[config.mk]
export PLATFORM = sky130hd
export DESIGN_NAME = mvcc_tbl
export DESIGN_NICKNAME = d
export VERILOG_FILES = /design/src/rtl/core/mvcc_pkg.sv /design/src/rtl/core/mvcc_tbl.sv
export SDC_FILE = /design/constraint.sdc
export NUM_CORES = 2
export LEC_CHECK = 0
export BUFFER_PORTS_ARGS = -buffer_cell sky130_fd_sc_hd__buf_2
export CORE_ASPECT_RATIO = 1.5
export CORE_MARGIN = 2
export CORE_UTILIZATION = 50
export CTS_BUF_LIST = sky130_fd_sc_hd__clkbuf_8
export CTS_CLUSTER_DIAMETER = 100
export DETAILED_ROUTE_END_ITERATION = 6
export PLACE_DENSITY = 0.65
export SKIP_LAST_GASP = 1
export SLEW_MARGIN = 20
export SYNTH_ARGS = -nofsm -noshare
export SYNTH_HDL_FRONTEND = slang
export SYNTH_MEMORY_MAX_BITS = 65536
export SYNTH_SLANG_ARGS = --single-unit
[constraint.sdc]
create_clock -name clk -period 7.4 [get_ports clk]
set_clock_uncertainty 0.15 [all_clocks]
set_input_delay 1.11 -clock clk [delete_from_list [all_inputs] [get_ports clk]]
set_output_delay 1.11 -clock clk [all_outputs]
set_load 0.1 [all_outputs]
[src/rtl/core/mvcc_pkg.sv]
`timescale 1ns / 1ps
`default_nettype none

package mvcc_pkg;

    // Default width of a transaction id
    localparam int ID_BITS_DEF = 8;

    // Field widths on the stream ports
    localparam int CMD_W    = 3;
    localparam int FIELD_W  = 8;
    localparam int STATUS_W = 2;
    localparam int VIS_W    = 2;
    localparam int TXST_W   = 2;

    // Slave tdata layout: txn_id, created_by, has_deleter, deleted_by
    localparam int S_ID_LSB   = 0;
    localparam int S_CRE_LSB  = S_ID_LSB + FIELD_W;
    localparam int S_HDEL_BIT = S_CRE_LSB + FIELD_W;
    localparam int S_DEL_LSB  = S_HDEL_BIT + 1;
    localparam int S_USED_W   = S_DEL_LSB + FIELD_W;
    localparam int S_TDATA_W  = ((S_USED_W + 7) / 8) * 8;

    // Master tdata layout: status, new_txn_id, visibility
    localparam int M_STAT_LSB = 0;
    localparam int M_NEW_LSB  = M_STAT_LSB + STATUS_W;
    localparam int M_VIS_LSB  = M_NEW_LSB + FIELD_W;
    localparam int M_USED_W   = M_VIS_LSB + VIS_W;
    localparam int M_TDATA_W  = ((M_USED_W + 7) / 8) * 8;

    // Commands
    localparam logic [CMD_W-1:0] CMD_BEGIN    = 3'd0;
    localparam logic [CMD_W-1:0] CMD_COMMIT   = 3'd1;
    localparam logic [CMD_W-1:0] CMD_ROLLBACK = 3'd2;
    localparam logic [CMD_W-1:0] CMD_CHECK    = 3'd3;
    localparam logic [CMD_W-1:0] CMD_CLASSIFY = 3'd4;

    // Result status codes
    localparam logic [STATUS_W-1:0] STAT_OK      = 2'd0;
    localparam logic [STATUS_W-1:0] STAT_IGNORED = 2'd1;
    localparam logic [STATUS_W-1:0] STAT_FULL    = 2'd2;

    // Visibility codes
    localparam logic [VIS_W-1:0] VIS_INVISIBLE = 2'd0;
    localparam logic [VIS_W-1:0] VIS_VISIBLE   = 2'd1;
    localparam logic [VIS_W-1:0] VIS_DELETED   = 2'd2;

    // Transaction states held in the table
    localparam logic [TXST_W-1:0] TX_ACTIVE    = 2'd0;
    localparam logic [TXST_W-1:0] TX_COMMITTED = 2'd1;
    localparam logic [TXST_W-1:0] TX_ABORTED   = 2'd2;

    // Sequencer states
    typedef enum logic [1:0] {
        S_IDLE,
        S_FIRST,
        S_SECOND,
        S_THIRD
    } seq_state_t;

    // Table access strobes
    typedef struct packed {
        logic rd_en;
        logic wr_en;
    } mem_ctl_t;

    // One result beat
    typedef struct packed {
        logic [VIS_W-1:0]    visibility;
        logic [FIELD_W-1:0]  new_txn_id;
        logic [STATUS_W-1:0] status;
    } result_t;

endpackage

`default_nettype wire

[src/rtl/core/mvcc_tbl.sv]
`timescale 1ns / 1ps
`default_nettype none

module mvcc_tbl #(
    parameter int ID_BITS = mvcc_pkg::ID_BITS_DEF,
    localparam int ENT_W  = mvcc_pkg::TXST_W + 2 * ID_BITS
) (
    input  wire logic                 clk,
    input  wire mvcc_pkg::mem_ctl_t   ctl,
    input  wire logic [ID_BITS-1:0]   addr,
    input  wire logic [ENT_W-1:0]     wdata,
    output logic      [ENT_W-1:0]     rdata
);

    localparam int DEPTH = 1 << ID_BITS;

    // Status table: {commit stamp, snapshot, state} per id
    logic [ENT_W-1:0] mem [DEPTH];
    logic [ENT_W-1:0] rdata_reg;

    // Single port, registered read
    always_ff @(posedge clk)
    begin
        if (ctl.wr_en)
        begin
            mem[addr] <= wdata;
        end
        if (ctl.rd_en)
        begin
            rdata_reg <= mem[addr];
        end
    end

    assign rdata = rdata_reg;

endmodule

`default_nettype wire

==> impl_metrics.tcl <==
set metrics [dict create \
    status "finished clean" \
    cts_setup_buffers 0 \
    synth_cell_types 21 \
    largest_reg_flops 4608 \
    grt.total_usage_pct 25.72 \
    grt_pass1_vias 86160 \
    crit_buf_inv 4 \
    syn_inst 7523 \
    tns_ps 0 \
    fmax_ghz 0.2181 \
    syn_area_um2 174800 \
    worst_pin_slew_ps 1302 \
    grt_first_pass_wirelength_um 645900 \
    drive_above_1_share_pct 30.52 \
    p_per_area_nw_per_um2 255.5 \
    slowest_stage "o41ai_1" \
    ant_nets 0 \
    worstSetupEndpointType "flop" \
    cts_resized 0 \
    drv_slew 0 \
    rsz0062_at_grt "no" \
    crit_chain "buf_12, buf_12, buf_4, mux4_2, a22oi_1, a21oi_1, o41ai_1, buf_4, nand4_1" \
    core_um2 347500 \
    ys_warn_count 0 \
    fp.dieArea_um2 354400 \
    p_leak_uw 0.06019 \
    rows 265 \
    synth_flop_cell "edfxtp_1" \
    synth_nets 7552 \
    yosys.area_share.simple_pct 0.8139 \
    final_cells 13200 \
    cts_made_buffers 648 \
    critPathTopFamily "buffers and inverters" \
    cts_root_buf "clkbuf_8" \
    synth.mux.area_fraction_pct 14.84 \
    die_w_um 486.8 \
    start_util_pct 50.30 \
    clock_latency_ps 1130 \
    cts.clk_slew.worst_paths_ps 60 \
    yosysTopAreaCellShare_pct 79.47 \
    grt_max_degree 185 \
    vias 84780 \
    vdd_drop_max_uv 181.4 \
    routedWlPerCell_um 34.70 \
    first_pass_iters 6 \
    clock-sinks 4626 \
    synth_edf_count 4626 \
    synth.most_common_cell "edfxtp_1" \
    place_hpwl_um 264500 \
    hold_viol_final 0 \
    synth_xor_area_share_pct 0 \
    post-route-period-util_pct 61.97 \
    ys_top_cells_by_count "4626 x edfxtp_1, 1152 x mux4_2, 576 x a22oi_1" \
    ys_ff_latch 4626 \
    drcViolationCount 0 \
    post-place-cells 12050 \
    synth_top_family_by_area "multiplexers" \
    post-synth-top-area-cell "edfxtp_1" \
    synth-adder-area-share_pct 0 \
    route.final.wire_length_um 458200 \
    cp.required_ps 8050 \
    yosysSeqAreaShare_pct 79.47 \
    stdcell_area_um2 195400 \
    place.gp.congestion 0.8333 \
    cp.arrival_ps 5230 \
    io_buffers 46 \
    crit_type "in2reg" \
    min_path_type "in2reg" \
    clock_path_buffers 4 \
    drtIter0Drc 10730 \
    relSlewSlack_pct 13.18 \
    via_per_inst 6.420 \
    setup_viol 0 \
    fp.dieH_um 728.1 \
    placed_area_um2 183600 \
    h-tree-depth 6 \
    ios 47 \
    cts_tree "done" \
    grt_remaining_overflow 0 \
    synth_compound_area_share_pct 3.659 \
    syn_area_per_cell_um2 23.23 \
    syn2layout_area_growth_pct 11.79 \
    hold_buffers 0 \
    cap_viol_max_count 0 \
    post-route-min-period_ps 4586 \
    synth.area.top_cells "edfxtp_1 79%, mux4_2 15%, a22oi_1 2.5%, a21oi_1 0.82%, clkbuf_1 0.61%" \
    cp_slowest_stage_delay_ps 820 \
    crit_path_max_fanout 89 \
    antenna_found_initial 29 \
    startpoint_type "input port" \
    final_nets 8195 \
    synthArstFlopShare_pct 0 \
    fill_cells 25130 \
]
final timing paths:
path | start | cells past startpoint | slack [ps] | end
max | addr[0] | 9 | 2810 | rdata[13]
min | wdata[15] | 1 | 270 | mem[7][15]
max reg2reg | mem[140][13] | 6 | 4000 | rdata[13]
min reg2reg | mem[212][3] | 5 | 890 | rdata[3]
routing by layer:
layer / GRT usage, % / up-vias / share of wire [%]
met5: 0 / - / 0.022
met1: 33.71 / 45660 / 36
met4: 9.917 / 14 / 4.1
met3: 4.418 / 809 / 8.8
met2: 43.27 / 4428 / 51
li1: - / 33870 / -
cells by family (layout without fill, tap and decap cells):
| logic type | after synthesis | count (layout) |
|---|---|---|
| multiplexers | 1152 | 1152 |
| AO/OA/AOI/OAI | 936 | 936 |
| other | 0 | 15 |
| buffers and inverters | 469 | 1596 |
| AND/OR/NAND/NOR | 340 | 340 |
| flip-flops | 4626 | 4626 |
layout make-up:
type	count	area (µm²)	share of cell area (%)
sequential	4626	138900	71.09
antenna	15	37.54	0.01921
clock buffer	665	9153	4.684
tap	4539	5679	2.906
timing repair buffer	461	4145	2.121
multi-input combinational	2428	34950	17.88
inverter	1	3.754	0.001921
clock inverter	469	2524	1.292
worst register-to-register path: stages (launching register included):
cell and delay (ps):
edfxtp_1 390, mux4_2 470, a22oi_1 550, a21oi_1 240, o41ai_1 810, buf_4 360, nand4_1 150
layout by cell type, fill, tap and decap left out, types with 12 or more instances in the layout:
master	n
inv_6	12
o41ai_1	29
nand4_1	18
nand2_1	18
buf_4	365
a21oi_1	288
nor3_2	30
nor2_4	36
nor2_1	92
inv_1	187
clkinv_2	66
edfxtp_1	4626
buf_2	27
a22oi_1	576
buf_12	43
mux4_2	1152
clkinvlp_4	17
clkbuf_8	665
diode_2	15
bufinv_16	19
o41ai_2	38
nor2_2	104
clkinv_1	164
buf_8	18
per-stage QoR:
stage | utilization (%) | hold WS, ps | power [µW] | setup slack, ps
final | 56.23 | 271.3 | 49920 | 2814
after global routing | 56.22 | 224.2 | 51300 | 2619
after CTS | 56.19 | 265.5 | 50210 | 2764
after detailed placement | 52.83 | 907.6 | 32040 | 1595
after global placement | 52.75 | 891.3 | 31980 | 321.6
after floorplan | - | 745.6 | 30780 | 3332
power by group:
part           total (µW)  switching (µW)  leakage (µW)  internal (µW)
Combinational        2530            1710        0.0119            816
Clock               18400            9430       0.00665           9020
Sequential          28900            46.9        0.0416          28900
Total               49900           11200        0.0602          38700
Power figures use the tool's default switching activity.
