`src/rtl/core/mvcc_pkg.sv`:
```
`timescale 1ns / 1ps
`default_nettype none

package mvcc_pkg;

    // Default width of a transaction id
    localparam int ID_BITS_DEF = 8;

    // Field widths on the stream ports
    localparam int CMD_W    = 3;
    localparam int FIELD_W  = 8;
    localparam int STATUS_W = 2;
    localparam int VIS_W    = 2;
    localparam int TXST_W   = 2;

    // Slave tdata layout: txn_id, created_by, has_deleter, deleted_by
    localparam int S_ID_LSB   = 0;
    localparam int S_CRE_LSB  = S_ID_LSB + FIELD_W;
    localparam int S_HDEL_BIT = S_CRE_LSB + FIELD_W;
    localparam int S_DEL_LSB  = S_HDEL_BIT + 1;
    localparam int S_USED_W   = S_DEL_LSB + FIELD_W;
    localparam int S_TDATA_W  = ((S_USED_W + 7) / 8) * 8;

    // Master tdata layout: status, new_txn_id, visibility
    localparam int M_STAT_LSB = 0;
    localparam int M_NEW_LSB  = M_STAT_LSB + STATUS_W;
    localparam int M_VIS_LSB  = M_NEW_LSB + FIELD_W;
    localparam int M_USED_W   = M_VIS_LSB + VIS_W;
    localparam int M_TDATA_W  = ((M_USED_W + 7) / 8) * 8;

    // Commands
    localparam logic [CMD_W-1:0] CMD_BEGIN    = 3'd0;
    localparam logic [CMD_W-1:0] CMD_COMMIT   = 3'd1;
    localparam logic [CMD_W-1:0] CMD_ROLLBACK = 3'd2;
    localparam logic [CMD_W-1:0] CMD_CHECK    = 3'd3;
    localparam logic [CMD_W-1:0] CMD_CLASSIFY = 3'd4;

    // Result status codes
    localparam logic [STATUS_W-1:0] STAT_OK      = 2'd0;
    localparam logic [STATUS_W-1:0] STAT_IGNORED = 2'd1;
    localparam logic [STATUS_W-1:0] STAT_FULL    = 2'd2;

    // Visibility codes
    localparam logic [VIS_W-1:0] VIS_INVISIBLE = 2'd0;
    localparam logic [VIS_W-1:0] VIS_VISIBLE   = 2'd1;
    localparam logic [VIS_W-1:0] VIS_DELETED   = 2'd2;

    // Transaction states held in the table
    localparam logic [TXST_W-1:0] TX_ACTIVE    = 2'd0;
    localparam logic [TXST_W-1:0] TX_COMMITTED = 2'd1;
    localparam logic [TXST_W-1:0] TX_ABORTED   = 2'd2;

    // Sequencer states
    typedef enum logic [1:0] {
        S_IDLE,
        S_FIRST,
        S_SECOND,
        S_THIRD
    } seq_state_t;

    // Table access strobes
    typedef struct packed {
        logic rd_en;
        logic wr_en;
    } mem_ctl_t;

    // One result beat
    typedef struct packed {
        logic [VIS_W-1:0]    visibility;
        logic [FIELD_W-1:0]  new_txn_id;
        logic [STATUS_W-1:0] status;
    } result_t;

endpackage

`default_nettype wire

```
`src/rtl/core/mvcc_ctrl.sv`:
```
`timescale 1ns / 1ps
`default_nettype none

module mvcc_ctrl #(
    parameter int ID_BITS = mvcc_pkg::ID_BITS_DEF,
    localparam int ENT_W  = mvcc_pkg::TXST_W + 2 * ID_BITS
) (
    input  wire logic                            clk,
    input  wire logic                            rst_n,
    // item side
    input  wire logic                            in_valid,
    output logic                                 in_ready,
    input  wire logic [mvcc_pkg::CMD_W-1:0]      in_cmd,
    input  wire logic [mvcc_pkg::FIELD_W-1:0]    in_txn_id,
    input  wire logic [mvcc_pkg::FIELD_W-1:0]    in_created_by,
    input  wire logic                            in_has_deleter,
    input  wire logic [mvcc_pkg::FIELD_W-1:0]    in_deleted_by,
    // result side
    input  wire logic                            out_free,
    output logic                                 res_valid,
    output mvcc_pkg::result_t                    res,
    // table port
    output mvcc_pkg::mem_ctl_t                   mem_ctl,
    output logic [ID_BITS-1:0]                   mem_addr,
    output logic [ENT_W-1:0]                     mem_wdata,
    input  wire logic [ENT_W-1:0]                mem_rdata
);

    localparam int TXST_W   = mvcc_pkg::TXST_W;
    localparam int SNAP_LSB = TXST_W;
    localparam int STMP_LSB = TXST_W + ID_BITS;

    mvcc_pkg::seq_state_t state_reg, state_next;

    logic                           acc;
    logic [mvcc_pkg::CMD_W-1:0]     cmd_reg;
    logic [ID_BITS-1:0]             id_reg, cre_reg, del_reg;
    logic                           hdel_reg;
    logic [ENT_W-1:0]               r_ent_reg, r_ent_next;
    logic [ENT_W-1:0]               c_ent_reg, c_ent_next;
    logic [ID_BITS:0]               next_id_reg, next_id_next;
    logic [ID_BITS-1:0]             ctr_reg, ctr_next;

    logic [TXST_W-1:0]              rd_state, r_state, c_state;
    logic [ID_BITS-1:0]             rd_snap, r_snap, c_stamp, d_stamp;
    logic                           full, id_active;
    logic                           r_ok, c_ok, c_seen, d_ok, d_seen;
    logic [mvcc_pkg::VIS_W-1:0]     vis;

    // id is allocated: 1 <= id < next_id
    function automatic logic known(input logic [ID_BITS-1:0] id,
                                   input logic [ID_BITS:0]   nxt);
        return (id != '0) && ({1'b0, id} < nxt);
    endfunction

    assign acc      = in_valid && in_ready;
    assign in_ready = (state_reg == mvcc_pkg::S_IDLE);

    // Entry fields
    assign rd_state = mem_rdata[TXST_W-1:0];
    assign rd_snap  = mem_rdata[SNAP_LSB +: ID_BITS];
    assign r_state  = r_ent_reg[TXST_W-1:0];
    assign r_snap   = r_ent_reg[SNAP_LSB +: ID_BITS];
    assign c_state  = c_ent_reg[TXST_W-1:0];
    assign c_stamp  = c_ent_reg[STMP_LSB +: ID_BITS];
    assign d_stamp  = mem_rdata[STMP_LSB +: ID_BITS];

    assign full      = next_id_reg[ID_BITS];
    assign id_active = known(id_reg, next_id_reg) && (rd_state == mvcc_pkg::TX_ACTIVE);

    // Visibility of a version; deleter entry arrives on the read port
    always_comb
    begin
        r_ok   = known(id_reg, next_id_reg) && (r_state != mvcc_pkg::TX_ABORTED);
        c_ok   = known(cre_reg, next_id_reg) && (c_state != mvcc_pkg::TX_ABORTED);
        c_seen = (cre_reg == id_reg)
              || ((c_state == mvcc_pkg::TX_COMMITTED) && (c_stamp <= r_snap));
        d_ok   = known(del_reg, next_id_reg) && (rd_state != mvcc_pkg::TX_ABORTED);
        d_seen = (del_reg == id_reg)
              || ((rd_state == mvcc_pkg::TX_COMMITTED) && (d_stamp <= r_snap));
        if (!r_ok || !c_ok || !c_seen)
        begin
            vis = mvcc_pkg::VIS_INVISIBLE;
        end
        else if (!hdel_reg || !d_ok || !d_seen)
        begin
            vis = mvcc_pkg::VIS_VISIBLE;
        end
        else
        begin
            vis = mvcc_pkg::VIS_DELETED;
        end
    end

    // Next state
    always_comb
    begin
        state_next = state_reg;
        case (state_reg)
            mvcc_pkg::S_IDLE:
            begin
                if (acc)
                begin
                    state_next = mvcc_pkg::S_FIRST;
                end
            end
            mvcc_pkg::S_FIRST:
            begin
                if (cmd_reg == mvcc_pkg::CMD_CLASSIFY)
                begin
                    state_next = mvcc_pkg::S_SECOND;
                end
                else if (out_free)
                begin
                    state_next = mvcc_pkg::S_IDLE;
                end
            end
            mvcc_pkg::S_SECOND:
            begin
                state_next = mvcc_pkg::S_THIRD;
            end
            mvcc_pkg::S_THIRD:
            begin
                if (out_free)
                begin
                    state_next = mvcc_pkg::S_IDLE;
                end
            end
            default:
            begin
                state_next = mvcc_pkg::S_IDLE;
            end
        endcase
    end

    // Outputs: table accesses, results and counter updates
    always_comb
    begin
        mem_ctl        = '0;
        mem_addr       = ID_BITS'(in_txn_id);
        mem_wdata      = '0;
        res_valid      = 1'b0;
        res.status     = mvcc_pkg::STAT_IGNORED;
        res.new_txn_id = '0;
        res.visibility = mvcc_pkg::VIS_INVISIBLE;
        next_id_next   = next_id_reg;
        ctr_next       = ctr_reg;
        r_ent_next     = r_ent_reg;
        c_ent_next     = c_ent_reg;
        case (state_reg)
            mvcc_pkg::S_IDLE:
            begin
                // fetch the target or reader entry with the beat
                mem_ctl.rd_en = acc;
            end
            mvcc_pkg::S_FIRST:
            begin
                res_valid = out_free && (cmd_reg != mvcc_pkg::CMD_CLASSIFY);
                case (cmd_reg)
                    mvcc_pkg::CMD_BEGIN:
                    begin
                        if (full)
                        begin
                            res.status = mvcc_pkg::STAT_FULL;
                        end
                        else
                        begin
                            res.status     = mvcc_pkg::STAT_OK;
                            res.new_txn_id = mvcc_pkg::FIELD_W'(next_id_reg);
                            mem_ctl.wr_en  = out_free;
                            mem_addr       = next_id_reg[ID_BITS-1:0];
                            mem_wdata      = {{ID_BITS{1'b0}}, ctr_reg, mvcc_pkg::TX_ACTIVE};
                            if (out_free)
                            begin
                                next_id_next = next_id_reg + 1'b1;
                            end
                        end
                    end
                    mvcc_pkg::CMD_COMMIT:
                    begin
                        mem_addr  = id_reg;
                        mem_wdata = {ctr_reg + 1'b1, rd_snap, mvcc_pkg::TX_COMMITTED};
                        if (id_active)
                        begin
                            res.status    = mvcc_pkg::STAT_OK;
                            mem_ctl.wr_en = out_free;
                            if (out_free)
                            begin
                                ctr_next = ctr_reg + 1'b1;
                            end
                        end
                    end
                    mvcc_pkg::CMD_ROLLBACK:
                    begin
                        mem_addr  = id_reg;
                        mem_wdata = {mem_rdata[ENT_W-1:TXST_W], mvcc_pkg::TX_ABORTED};
                        if (id_active)
                        begin
                            res.status    = mvcc_pkg::STAT_OK;
                            mem_ctl.wr_en = out_free;
                        end
                    end
                    mvcc_pkg::CMD_CHECK:
                    begin
                        if (id_active)
                        begin
                            res.status = mvcc_pkg::STAT_OK;
                        end
                    end
                    mvcc_pkg::CMD_CLASSIFY:
                    begin
                        // keep the reader entry, fetch the creator
                        r_ent_next    = mem_rdata;
                        mem_ctl.rd_en = 1'b1;
                        mem_addr      = cre_reg;
                    end
                    default:
                    begin
                        res.status = mvcc_pkg::STAT_IGNORED;
                    end
                endcase
            end
            mvcc_pkg::S_SECOND:
            begin
                // keep the creator entry, fetch the deleter
                c_ent_next    = mem_rdata;
                mem_ctl.rd_en = 1'b1;
                mem_addr      = del_reg;
            end
            mvcc_pkg::S_THIRD:
            begin
                res_valid      = out_free;
                res.status     = mvcc_pkg::STAT_OK;
                res.visibility = vis;
            end
            default:
            begin
                res_valid = 1'b0;
            end
        endcase
    end

    // Control state
    always_ff @(posedge clk or negedge rst_n)
    begin
        if (!rst_n)
        begin
            state_reg   <= mvcc_pkg::S_IDLE;
            next_id_reg <= (ID_BITS + 1)'(1);
            ctr_reg     <= '0;
        end
        else
        begin
            state_reg   <= state_next;
            next_id_reg <= next_id_next;
            ctr_reg     <= ctr_next;
        end
    end

    // Item and entry holding registers
    always_ff @(posedge clk)
    begin
        if (acc)
        begin
            cmd_reg  <= in_cmd;
            id_reg   <= ID_BITS'(in_txn_id);
            cre_reg  <= ID_BITS'(in_created_by);
            hdel_reg <= in_has_deleter;
            del_reg  <= ID_BITS'(in_deleted_by);
        end
        r_ent_reg <= r_ent_next;
        c_ent_reg <= c_ent_next;
    end

endmodule

`default_nettype wire

```
`config.mk`:
```
export PLATFORM = sky130hd
export DESIGN_NAME = mvcc_ctrl
export DESIGN_NICKNAME = d
export VERILOG_FILES = /design/src/rtl/core/mvcc_pkg.sv /design/src/rtl/core/mvcc_ctrl.sv
export SDC_FILE = /design/constraint.sdc
export NUM_CORES = 1
export LEC_CHECK = 0
export BUFFER_PORTS_ARGS = -buffer_cell sky130_fd_sc_hd__buf_2
export CORE_ASPECT_RATIO = 1.5
export CORE_UTILIZATION = 40
export DETAILED_ROUTE_END_ITERATION = 10
export PLACE_DENSITY_LB_ADDON = 0.08
export SETUP_SLACK_MARGIN = 0.3
export SYNTH_ARGS = -nofsm -noshare
export SYNTH_HDL_FRONTEND = slang
export SYNTH_SLANG_ARGS = --single-unit
```
`constraint.sdc`:
```
create_clock -name clk -period 3.4 [get_ports clk]
set_input_delay 0.17 -clock clk [delete_from_list [all_inputs] [get_ports clk]]
set_output_delay 0.17 -clock clk [all_outputs]
set_load 0.01 [all_outputs]
```
==> metrics.md, run 1 <==
| Metric | Value |
|---|---|
| FF+latch count, synth | `67` |
| Library cells used by synthesis | `53` |
| Top Family by Delay on Critical Path | `compound AO/OA/AOI/OAI gates` |
| Fraction of synthesized cell area taken by the top area cell type | `33.4%` |
| Type of origin of the critical path | `flip-flop` |
| Post-detailed-route wirelength per cell | `19.8 um` |
| Max-cap violations | `0` |
| Via count of the first global-routing pass | `3723` |
| Status | `complete, no violations` |
| Dominant register cell in the synthesized netlist | `edfxtp_1` |
| Crit Path Max Fanout | `15` |
| Max transition margin | `44.2%` |
| Num rows | `46` |
| Maximum frequency from static timing analysis | `0.341 GHz` |
| Routed wire length | `13.2 mm` |
| Ys async rst share | `28.4%` |
| Final-layout setup total negative slack | `0 ns` |
| Endpoint class of the critical path | `output pin` |
| Cell with the most instances after synthesis | `edfxtp_1` |
| Final min period | `2.94 ns` |
| Clock share of power | `28.6%` |
| Least setup slack across all paths after layout | `0.464 ns` |
| Layout Area Growth over Synthesis | `23.7%` |
| Max-slew violations | `0` |
| Warnings from Yosys | `0` |
| Wire length of the first global-routing pass | `19.9 mm` |
| Arrival time at the worst endpoint | `2.77 ns` |
| Insertion delay of the later-clocked pin in the worst-skew pair | `0.34 ns` |
| GRT overflow | `0` |
| Number of buffers inserted by port buffering | `91` |
| Synth top area cells | `edfxtp_1 33%, ha_1 12%, dfrtp_1 10%` |
| Switching power as a share of total power | `35.4%` |
| Die area | `11200 um^2` |
| Transition time at the pin with the least slew margin | `0.832 ns` |
| Cell chosen for the clock root | `clkbuf_16` |
| Worst Path Required | `3.23 ns` |
| Inserted Diodes | `0` |
| Average vias per placed instance | `5.57` |
| Gate power share | `32.5%` |
| Leak Pwr | `2.29 nW` |
| Die W | `86.8 um` |
| Number of buffers on the longest clock path | `2` |
| Worst slack at placement | `0.856 ns` |
| Sw power | `1.10 mW` |
| Total standard cell area after synthesis | `4320 um^2` |
| WP buf/inv | `1` |
| Initial Utilization | `41.0%` |
| Number of synthesized flops with an enable pin | `48` |
| Overall track demand over capacity in global routing | `24.7%` |
| PostCTS Resize Cnt | `0` |
| Highest ir drop seen on vdd | `0.282 mV` |
| Post CTS Setup Buffer Count | `0` |
| Crit path max-delay cell type | `o21ai_1` |
| Total via count after detailed routing | `3712` |
| Power density over cell area | `584 nW/um^2` |
| Final setup vio count | `0` |
| Final HPWL DP | `10.2 mm` |
| Power after layout | `3.12 mW` |
| Highest cell delay on the worst timing path | `0.61 ns` |
| Final weighted congestion in routability-driven placement | `0.858` |
| Synth area leader | `edfxtp_1` |
| Critical path, cell by cell | `or2_1, nor2_1, a221oi_1, o21ai_1, a22oi_1, o21ai_0, buf_2` |
| First DRT Iteration DRCs | `165` |
| Hold/Removal Path Class | `in2reg` |
| Final-stage net count | `612` |
| Clock input transition at the sequential cells of the worst setup and hold paths | `0.05 ns` |
| Int Pwr | `2.01 mW` |
| Type of the setup path with the least slack | `reg2out` |
| Part of the cycle the worst path needs | `86.3%` |
| Clock tree from TritonCTS | `done` |
| Core region area | `10500 um^2` |
| Number of nets produced by synthesis | `506` |
| Mean area per synthesized cell | `10.5 um^2` |
| Post-synthesis sequential area ratio | `44.4%` |
| Hold Violations, Final | `0` |
| Part of the total power dissipated in sequential elements | `38.9%` |
| Max H-tree Level | `3` |
| Top cell types by occurrence after synthesis | `48 x edfxtp_1, 43 x ha_1, 43 x nor2_1, 23 x inv_1, 22 x xnor2_1` |
| Boundary Pins | `92` |
| Clock tree sinks | `67` |
| Antenna Violating Nets Remaining | `0` |
| Number of buffers created by CTS | `9` |
| Initial antenna violation count | `0` |
| Share of final-layout standard cells stronger than drive strength 1 | `21.8%` |
| Vertical die dimension | `129 um` |
| Cell count after synthesis | `413` |
| Detailed Routing Iterations Pass 1 | `5` |
| Setup repair after global routing missed its margin | `no` |
| Maximum clock skew at final layout | `0.00337 ns` |
| Maximum number of pins on one net before global-route repair | `29` |
| Total DRC errors in the routed layout | `0` |
[cells in the final DEF, fill, tap and decap left out, types with 3 or more instances in the layout]
cell            n
buf_2          91
edfxtp_1       48
nor2_1         43
ha_1           43
inv_1          23
xnor2_1        22
a21oi_1        21
dfrtp_1        18
dlygate4sd3_1  16
a22oi_1        15
nor4_1         15
nand2_1        14
xor2_1         14
o21ai_0        10
nand2b_1       10
nand4_1        10
nor2b_1         9
nor3_1          9
clkbuf_16       9
a22o_1          8
a221oi_1        7
nand3_1         7
a221o_1         6
and3_1          6
a211oi_1        4
o311a_1         3
a21o_1          3
clkbuf_1        3
buf_4           3
[power groups by stage]
| stage | clock, mW | combinational (mW) | sequential, mW |
|---|---|---|---|
| after floorplan | 0 | 0.684 | 1.15 |
| after global placement | 0 | 0.981 | 1.22 |
| after detailed placement | 0 | 0.990 | 1.23 |
| after CTS | 0.920 | 1.01 | 1.21 |
| after global routing | 0.946 | 1.12 | 1.22 |
| final | 0.893 | 1.01 | 1.21 |
[metrics by stage]
step | hold slack, ns | area (um^2) | cells | util [%]
finish | 0.0165 | 5340 | 667 | 50.7
global route | 0.00486 | 5340 | 667 | 50.7
CTS | 0.000407 | 5320 | 665 | 50.5
detailed placement | 0.139 | 4900 | 636 | 46.6
global placement | 0.134 | 4900 | 636 | 46.6
floorplan | -0.126 | 4320 | 413 | -
[repair_timing]
action / 4_1_cts / 5_1_grt
hold buffers: 14 / 2
endpoints found under the setup margin: 0 / 0
endpoints found under the hold margin: 31 / 2
[metal layers]
metal	GRT usage, %	up-vias	part of all wire [%]
li1	-	1768	-
met1	24.8	1782	38
met2	45.3	136	54
met3	4.65	26	4.0
met4	17.3	0	4.2
met5	0	-	0
[kinds of logic after synthesis]
kind of cell,count (synthesis),synth area share [%]
simple gates,134,16.1
compound gates,93,15.4
flops,67,44.4
fa+ha+maj,43,12.5
buf+inv,38,3.68
xor+xnor,36,7.30
mux,2,0.608
[final timing paths]
kind                                   from        endpoint  slack, ns  cells after the start
hold reg to reg              next_id_reg[2]  next_id_reg[2]       0.52                      1
hold / removal             in_created_by[3]      cre_reg[3]       0.02                      1
setup / recovery                 cmd_reg[0]     mem_addr[2]       0.46                      7
setup reg to reg                 cmd_reg[0]  next_id_reg[5]       0.85                      5
max in group asynchronous             rst_n  next_id_reg[0]       2.75                      2
min in group asynchronous             rst_n      ctr_reg[6]       0.31                      2
[worst reg2reg max path, stage by stage, from the launching register on]
cell,delay (ns)
edfxtp_1,0.57
or2_1,0.50
nor3_2,0.75
nand4_1,0.30
nor4_2,0.23
xnor2_1,0.14
[final cells by class]
cell class                 count  area (um^2)
clock inverter                 3         40.0
inverter                      23         86.3
multi-input combinational    308         2240
sequential                    67         1920
clock buffer                  12          236
timing repair buffer         110          638
tap                          144          180
fill                        1007         5190
No activity file was read; power rests on OpenSTA's default activity.
==> inputs of run 2 (changes only) <==
--- a/config.mk
+++ b/config.mk
@@ -9,7 +9,7 @@
 export CORE_ASPECT_RATIO = 1.5
 export CORE_UTILIZATION = 40
 export DETAILED_ROUTE_END_ITERATION = 10
-export PLACE_DENSITY_LB_ADDON = 0.08
+export PLACE_DENSITY = 0.7
 export SETUP_SLACK_MARGIN = 0.3
 export SYNTH_ARGS = -nofsm -noshare
 export SYNTH_HDL_FRONTEND = slang
==> run 2 against run 1 <==
  * Critical path depth increased by 2
  * Sequential power is essentially flat
  * Wire length decreased by 4.9%
  * Die area unchanged
  * Global-route usage is 1.2 points lower
  * Combinational power barely moved
==> metrics.md, run 2 (same netlist as run 1, synthesis figures left out) <==
| Metric | Value |
|---|---|
| Hold path startpoint | `in_created_by[1]` |
| Highest ir drop seen on vdd | `0.281 mV (-0.16%)` |
| Vertical die dimension | `129 um (unchanged)` |
| Num rows | `46 (unchanged)` |
| Overall track demand over capacity in global routing | `23.5% (-1.2 points)` |
| Worst slack at placement | `0.840 ns (-0.0158 ns)` |
| Final min period | `2.86 ns (-0.0725 ns)` |
| Number of buffers inserted by port buffering | `91 (unchanged)` |
| Endpoint with the worst hold slack | `cre_reg[1]` |
| Final HPWL DP | `9.85 mm (-3.7%)` |
| Maximum clock skew at final layout | `0.00277 ns (-0.000601 ns)` |
| Clock tree sinks | `67 (unchanged)` |
| Post-detailed-route wirelength per cell | `19.2 um (-3.3%)` |
| Wire length of the first global-routing pass | `19.4 mm (-2.4%)` |
| Cell area after layout | `5240 um^2 (-1.9%)` |
| Endpoint class of the critical path | `output pin` |
| GRT overflow | `0 (unchanged)` |
| DP Area | `4900 um^2 (unchanged)` |
| Status | `complete, no violations` |
| Crit Reg-Reg Startpoint | `cmd_reg[0]` |
| Final-stage net count | `600 (-2.0%)` |
| Number of buffers created by CTS | `9 (unchanged)` |
| Max transition margin | `41.8% (-2.4 points)` |
| Final weighted congestion in routability-driven placement | `0.944 (+9.9%)` |
| Max-slew violations | `0 (unchanged)` |
| Least setup slack across all paths after layout | `0.537 ns (+0.0725 ns)` |
| Inserted Diodes | `0 (unchanged)` |
| Arrival time at the worst endpoint | `2.69 ns (-0.08 ns)` |
| Crit path max-delay cell type | `a2111oi_0` |
| Core occupancy in the finished layout | `49.7% (-0.99 points)` |
| Type of origin of the critical path | `flip-flop` |
| Detailed Routing Iterations Pass 1 | `7 (+2)` |
| Maximum frequency from static timing analysis | `0.349 GHz (+2.5%)` |
| Leak Pwr | `2.25 nW (-2.0%)` |
| Max-cap violations | `0 (unchanged)` |
| Max H-tree Level | `3 (unchanged)` |
| Initial Utilization | `41.0% (unchanged)` |
| Layout Area Growth over Synthesis | `21.3%` |
| Share of final-layout standard cells stronger than drive strength 1 | `22.7% (+0.86 points)` |
| Antenna Violating Nets Remaining | `0 (unchanged)` |
| Clock tree from TritonCTS | `done` |
| Post CTS Setup Buffer Count | `0 (unchanged)` |
| Crit Path Max Fanout | `2 (-13)` |
| Reg-to-reg endpoint | `next_id_reg[5]` |
| Number of buffers on the longest clock path | `2 (unchanged)` |
| Boundary Pins | `92 (unchanged)` |
| Worst Path Required | `3.23 ns (about the same)` |
| Total DRC errors in the routed layout | `0 (unchanged)` |
| Clock input transition at the sequential cells of the worst setup and hold paths | `0.05 ns (about the same)` |
| Flop2flop setup slack | `0.85 ns (about the same)` |
| Filler cells | `973 (-3.4%)` |
| Highest cell delay on the worst timing path | `0.72 ns (+0.11 ns)` |
| Cell chosen for the clock root | `clkbuf_16` |
| Initial antenna violation count | `0 (unchanged)` |
| Most used cells in the layout excluding fill and tap cells | `91 x buf_2, 48 x edfxtp_1, 43 x nor2_1, 43 x ha_1, 23 x inv_1` |
| First DRT Iteration DRCs | `301 (+82%)` |
| Via count of the first global-routing pass | `3758 (+0.94%)` |
| Part of the cycle the worst path needs | `84.2% (-2.1 points)` |
| Final-layout setup total negative slack | `0 ns (unchanged)` |
| Type of the setup path with the least slack | `reg2out` |
| Hold/Removal Path Class | `in2reg` |
| Die W | `86.8 um (unchanged)` |
| Core region area | `10500 um^2 (unchanged)` |
| Power after layout | `3.11 mW (-0.19%)` |
| Commonest non-fill, non-tap cell in the layout | `buf_2` |
| Average vias per placed instance | `5.66 (+1.6%)` |
| Critical path, cell by cell | `inv_1, ha_1, nor2b_1, o211ai_1, a21oi_1, a2111oi_0, o311a_1, and3b_1, buf_2` |
| Transition time at the pin with the least slew margin | `0.868 ns (+0.0357 ns)` |
| Insertion delay of the later-clocked pin in the worst-skew pair | `0.33 ns (about the same)` |
| Routed wire length | `12.6 mm (-4.9%)` |
| Final setup vio count | `0 (unchanged)` |
| Total via count after detailed routing | `3710 (-0.054%)` |
| Crit. path cell count | `9 (+2)` |
| Maximum number of pins on one net before global-route repair | `29 (unchanged)` |
| Power density over cell area | `594 nW/um^2 (+1.8%)` |
| Hold-critical path depth | `1 (unchanged)` |
| Hold Violations, Final | `0 (unchanged)` |
| Setup repair after global routing missed its margin | `no` |
| Top Family by Delay on Critical Path | `compound AO/OA/AOI/OAI gates` |
| WP buf/inv | `2 (+1)` |
| Die area | `11200 um^2 (unchanged)` |
| Worst Reg2Reg Path Length in Cells | `5 (unchanged)` |
==> run 2: changes by cell type in the layout (fill, tap and decap cells not counted) <==
cell and delta:
clkbuf_1 -2, clkinv_1 +1, dlygate4sd3_1 -12, clkinvlp_4 +1, a21oi_2 -1, clkinv_2 +1, a21oi_4 +1
==> run 2: routing by layer <==
| metal | vias to the layer above | global-route usage, % | wire, um |
|---|---|---|---|
| met5 | - | 0 | 0 |
| met1 | 1761 | 25.7 | 4640 |
| met3 | 45 | 4.59 | 639 |
| met4 | 0 | 13.4 | 618 |
| met2 | 161 | 42.0 | 6700 |
| li1 | 1743 | - | - |
==> run 2: stage by stage <==
step                std cells  hold WS (ns)
finish                    656       0.00972
global placement          636         0.135
detailed placement        636         0.150
floorplan                 413        -0.126
global route              656      0.000208
CTS                       655       0.00192
==> run 2: final cells by class <==
type / count / area [um^2] / share of cell area (%)
clock buffer: 10 / 229 / 4.37
timing repair buffer: 98 / 518 / 9.89
clock inverter: 6 / 56.3 / 1.08
multi-input combinational: 308 / 2250 / 43.0
sequential: 67 / 1920 / 36.6
inverter: 23 / 86.3 / 1.65
tap: 144 / 180 / 3.44
==> run 2: worst register-to-register path, stage by stage, from the launching register on <==
cell and delay [ns]:
edfxtp_1 0.56, or2_1 0.48, nor3_2 0.78, nand4_1 0.29
nor4_2 0.22, xnor2_1 0.15
==> run 2: what timing repair did <==
action / in CTS / in global routing
endpoints found under the hold margin: 20 / 1
gates resized for setup: 0 / 1
setup endpoints to repair: 0 / 1
hold buffers: 3 / 1
==> run 2: worst max path at each step <==
| stage | startpoint | to | slack (ns) |
|---|---|---|---|
| after detailed placement | state_reg[1] | mem_addr[0] | 0.84 |
| after floorplan | next_id_reg[2] | ctr_reg[1] | 1.42 |
| final | r_ent_reg[3] | res[10] | 0.54 |
| after CTS | state_reg[1] | mem_addr[0] | 0.47 |
| after global routing | state_reg[1] | mem_addr[0] | 0.32 |
| after global placement | r_ent_reg[3] | res[10] | 0.81 |
==> run 2: where the power goes <==
part / total [mW] / switching [mW] / internal [mW]
Combinational: 1.01 / 0.600 / 0.406
Clock: 0.893 / 0.333 / 0.560
Sequential: 1.21 / 0.173 / 1.04
Total: 3.11 / 1.11 / 2.01
==> inputs of run 3 (changes only) <==
--- a/config.mk
+++ b/config.mk
@@ -9,7 +9,7 @@
 export CORE_ASPECT_RATIO = 1.5
 export CORE_UTILIZATION = 40
 export DETAILED_ROUTE_END_ITERATION = 10
-export PLACE_DENSITY = 0.7
+export PLACE_DENSITY = 0.72
 export SETUP_SLACK_MARGIN = 0.3
 export SYNTH_ARGS = -nofsm -noshare
 export SYNTH_HDL_FRONTEND = slang
==> constraint.sdc (replaced) <==
create_clock -name clk -period 2.4 [get_ports clk]
set_input_delay 0.12 -clock clk [delete_from_list [all_inputs] [get_ports clk]]
set_output_delay 0.12 -clock clk [all_outputs]
set_load 0.01 [all_outputs]
==> run 3 against run 2 <==
  * The run now ends with setup timing left
  * Cell count is 15% higher
  * First-iteration DRC count is 12% higher
  * Via count increased by 16%
  * Critical path depth fell by 1
  * Wire length grew 21%
  * Clock power rose by 42%
  * Sequential power rose by 38%
  * Design area up 27%
  * Clock-buffer cell count increased by 2
  * Global-route usage up 2.9 points
==> metrics.md, run 3 (same netlist as run 1, synthesis figures left out) <==
| Metric | Value |
|---|---|
| Status | `finished with violations` |
| Failing checks | `setup timing` |
| Boundary Pins | `92 (unchanged)` |
| Leak Pwr | `2.87 nW (+28%)` |
| Number of buffers on the longest clock path | `2 (unchanged)` |
| Top Family by Delay on Critical Path | `compound AO/OA/AOI/OAI gates` |
| Transition time at the pin with the least slew margin | `0.475 ns (-0.393 ns)` |
| Wire length of the first global-routing pass | `21.7 mm (+12%)` |
| Storage element area | `1920 um^2 (+0.33%)` |
| Hold-critical path depth | `1 (unchanged)` |
| Crit path max-delay cell type | `o311a_1` |
| Clock tree from TritonCTS | `done` |
| Critical path, cell by cell | `inv_2, ha_4, nand4_1, a21oi_2, a2111oi_4, o311a_1, and3b_1, buf_2` |
| Cell area after layout | `6640 um^2 (+27%)` |
| Final setup vio count | `1 (+1)` |
| Number of non-filler instances in the completed layout | `754 (+15%)` |
| WP buf/inv | `2 (unchanged)` |
| Core occupancy in the finished layout | `63.1% (+13 points)` |
| Crit Path Max Fanout | `2 (unchanged)` |
| Max transition margin | `68.3% (+27 points)` |
| Routed wire length | `15.2 mm (+21%)` |
| Switching power as a share of total power | `36.9% (+1.3 points)` |
| Antenna Violating Nets Remaining | `0 (unchanged)` |
| Clock tree sinks | `67 (unchanged)` |
| Most used cells in the layout excluding fill and tap cells | `92 x buf_2, 54 x buf_4, 48 x edfxtp_1` |
| Max H-tree Level | `3 (unchanged)` |
| Total via count after detailed routing | `4315 (+16%)` |
| Max-cap violations | `0 (unchanged)` |
| Maximum number of pins on one net before global-route repair | `27 (-6.9%)` |
| Arrival time at the worst endpoint | `2.33 ns (-0.36 ns)` |
| Vertical die dimension | `129 um (unchanged)` |
| Maximum frequency from static timing analysis | `0.409 GHz` |
| Clock share of power | `24.9% (-3.8 points)` |
| Worst Path Required | `2.28 ns (-0.95 ns)` |
| Num rows | `46 (unchanged)` |
| Number of buffers created by CTS | `9 (unchanged)` |
| Worst hold slack across all endpoints | `0.00877 ns (-0.000944 ns)` |
| Least setup slack across all paths after layout | `-0.0464 ns (-0.583 ns)` |
| Worst slack at placement | `0.139 ns (-0.701 ns)` |
| Final HPWL DP | `10.3 mm (+5.0%)` |
| Combined area of the multi-input logic cells | `2780 um^2 (+24%)` |
| Max-slew violations | `0 (unchanged)` |
| Sw power | `1.89 mW (+71%)` |
| Highest ir drop seen on vdd | `0.437 mV (+55%)` |
| Number of buffers inserted by port buffering | `91 (unchanged)` |
| Detailed Routing Iterations Pass 1 | `5 (-2)` |
| Clock input transition at the sequential cells of the worst setup and hold paths | `0.06 ns (about the same)` |
| Final min period | `2.45 ns` |
| Commonest non-fill, non-tap cell in the layout | `buf_2` |
| Power density over cell area | `771 nW/um^2 (+30%)` |
| Final-layout setup total negative slack | `-0.0464 ns (-0.0464 ns)` |
| Insertion delay of the later-clocked pin in the worst-skew pair | `0.34 ns (about the same)` |
| Post-detailed-route wirelength per cell | `20.1 um (+5.0%)` |
| Type of the setup path with the least slack | `reg2out` |
| Filler cells | `817 (-16%)` |
| Initial antenna violation count | `0 (unchanged)` |
| Inserted Diodes | `0 (unchanged)` |
| Final weighted congestion in routability-driven placement | `0.959 (+1.6%)` |
| GRT overflow | `0 (unchanged)` |
| Die W | `86.8 um (unchanged)` |
| Part of the total power dissipated in sequential elements | `32.5% (-6.5 points)` |
| Overall track demand over capacity in global routing | `26.4% (+2.9 points)` |
| Int Pwr | `3.23 mW (+61%)` |
| Average vias per placed instance | `5.72 (+1.2%)` |
| Highest cell delay on the worst timing path | `0.38 ns (-0.34 ns)` |
| Worst Reg2Reg Path Length in Cells | `9 (+4)` |
| Type of origin of the critical path | `flip-flop` |
| First DRT Iteration DRCs | `336 (+12%)` |
| Share of final-layout standard cells stronger than drive strength 1 | `44.9% (+22 points)` |
| Die area | `11200 um^2 (unchanged)` |
| Gate power share | `42.6% (+10 points)` |
| Layout Area Growth over Synthesis | `53.8%` |
| Final-stage net count | `698 (+16%)` |
| Crit. path cell count | `8 (-1)` |
| Endpoint class of the critical path | `output pin` |
| Core region area | `10500 um^2 (unchanged)` |
| Initial Utilization | `41.0% (unchanged)` |
| DP Area | `5040 um^2 (+2.8%)` |
| Cell chosen for the clock root | `clkbuf_16` |
| Hold/Removal Path Class | `in2reg` |
| Hold Violations, Final | `0 (unchanged)` |
| Total DRC errors in the routed layout | `0 (unchanged)` |
| Via count of the first global-routing pass | `4276 (+14%)` |
| Setup repair after global routing missed its margin | `yes` |
| Part of the cycle the worst path needs | `102%` |
| Inst Count DP | `654 (+2.8%)` |
| Maximum clock skew at final layout | `0.00850 ns (+0.00573 ns)` |
| Power after layout | `5.12 mW (+65%)` |
==> run 3: power groups by stage <==
stage,clock network (mW),registers (mW),logic [mW]
after floorplan,0,1.63,0.968
after global placement,0,1.67,1.56
after detailed placement,0,1.67,1.58
after CTS,1.28,1.64,1.90
after global routing,1.31,1.68,2.35
final,1.27,1.67,2.18
==> run 3: repair_timing <==
item / 4_1_cts / 5_1_grt
setup buffers: 26 / 19
cloned: 2 / 0
pin swaps: 23 / 34
hold buffers: 37 / 0
hold endpoints to repair: 54 / 0
endpoints found under the setup margin: 24 / 41
resized for setup: 63 / 71
==> run 3: worst paths after layout <==
path / startpoint / to / slack, ns
worst max-delay path: r_ent_reg[9] / res[10] / -0.05
worst min-delay path: mem_rdata[1] / c_ent_reg[1] / 0.009
worst max register to register: next_id_reg[5] / ctr_reg[1] / 0.09
worst min register to register: ctr_reg[2] / ctr_reg[2] / 0.52
max in group asynchronous: rst_n / next_id_reg[8] / 1.77
min in group asynchronous: rst_n / next_id_reg[7] / 0.27
==> run 3: cell type report <==
type,instances,share of cell area [%]
clock buffers,12,3.56
repair buffers,196,20.9
clock inverters,4,0.659
inverters,23,1.34
flip-flops and latches,67,29.0
multi-input cells,308,41.8
well taps,144,2.71
==> run 3: per-layer routing <==
metal / part of all wire, % / GRT usage (%) / routed length, um
met5: 0 / 0 / 0
met4: 8.1 / 20.6 / 1230
met3: 5.5 / 4.27 / 832
met2: 52 / 47.7 / 7960
met1: 34 / 26.6 / 5170
==> run 3: worst reg2reg max path: cells and delay by family, from the launching register on <==
kind / cells / cell delay, ns
compound gates: 1 / 0.45
fa+ha+maj: 1 / 0.26
buf+inv: 4 / 0.42
flops: 1 / 0.39
mux: 1 / 0.31
simple gates: 2 / 0.36
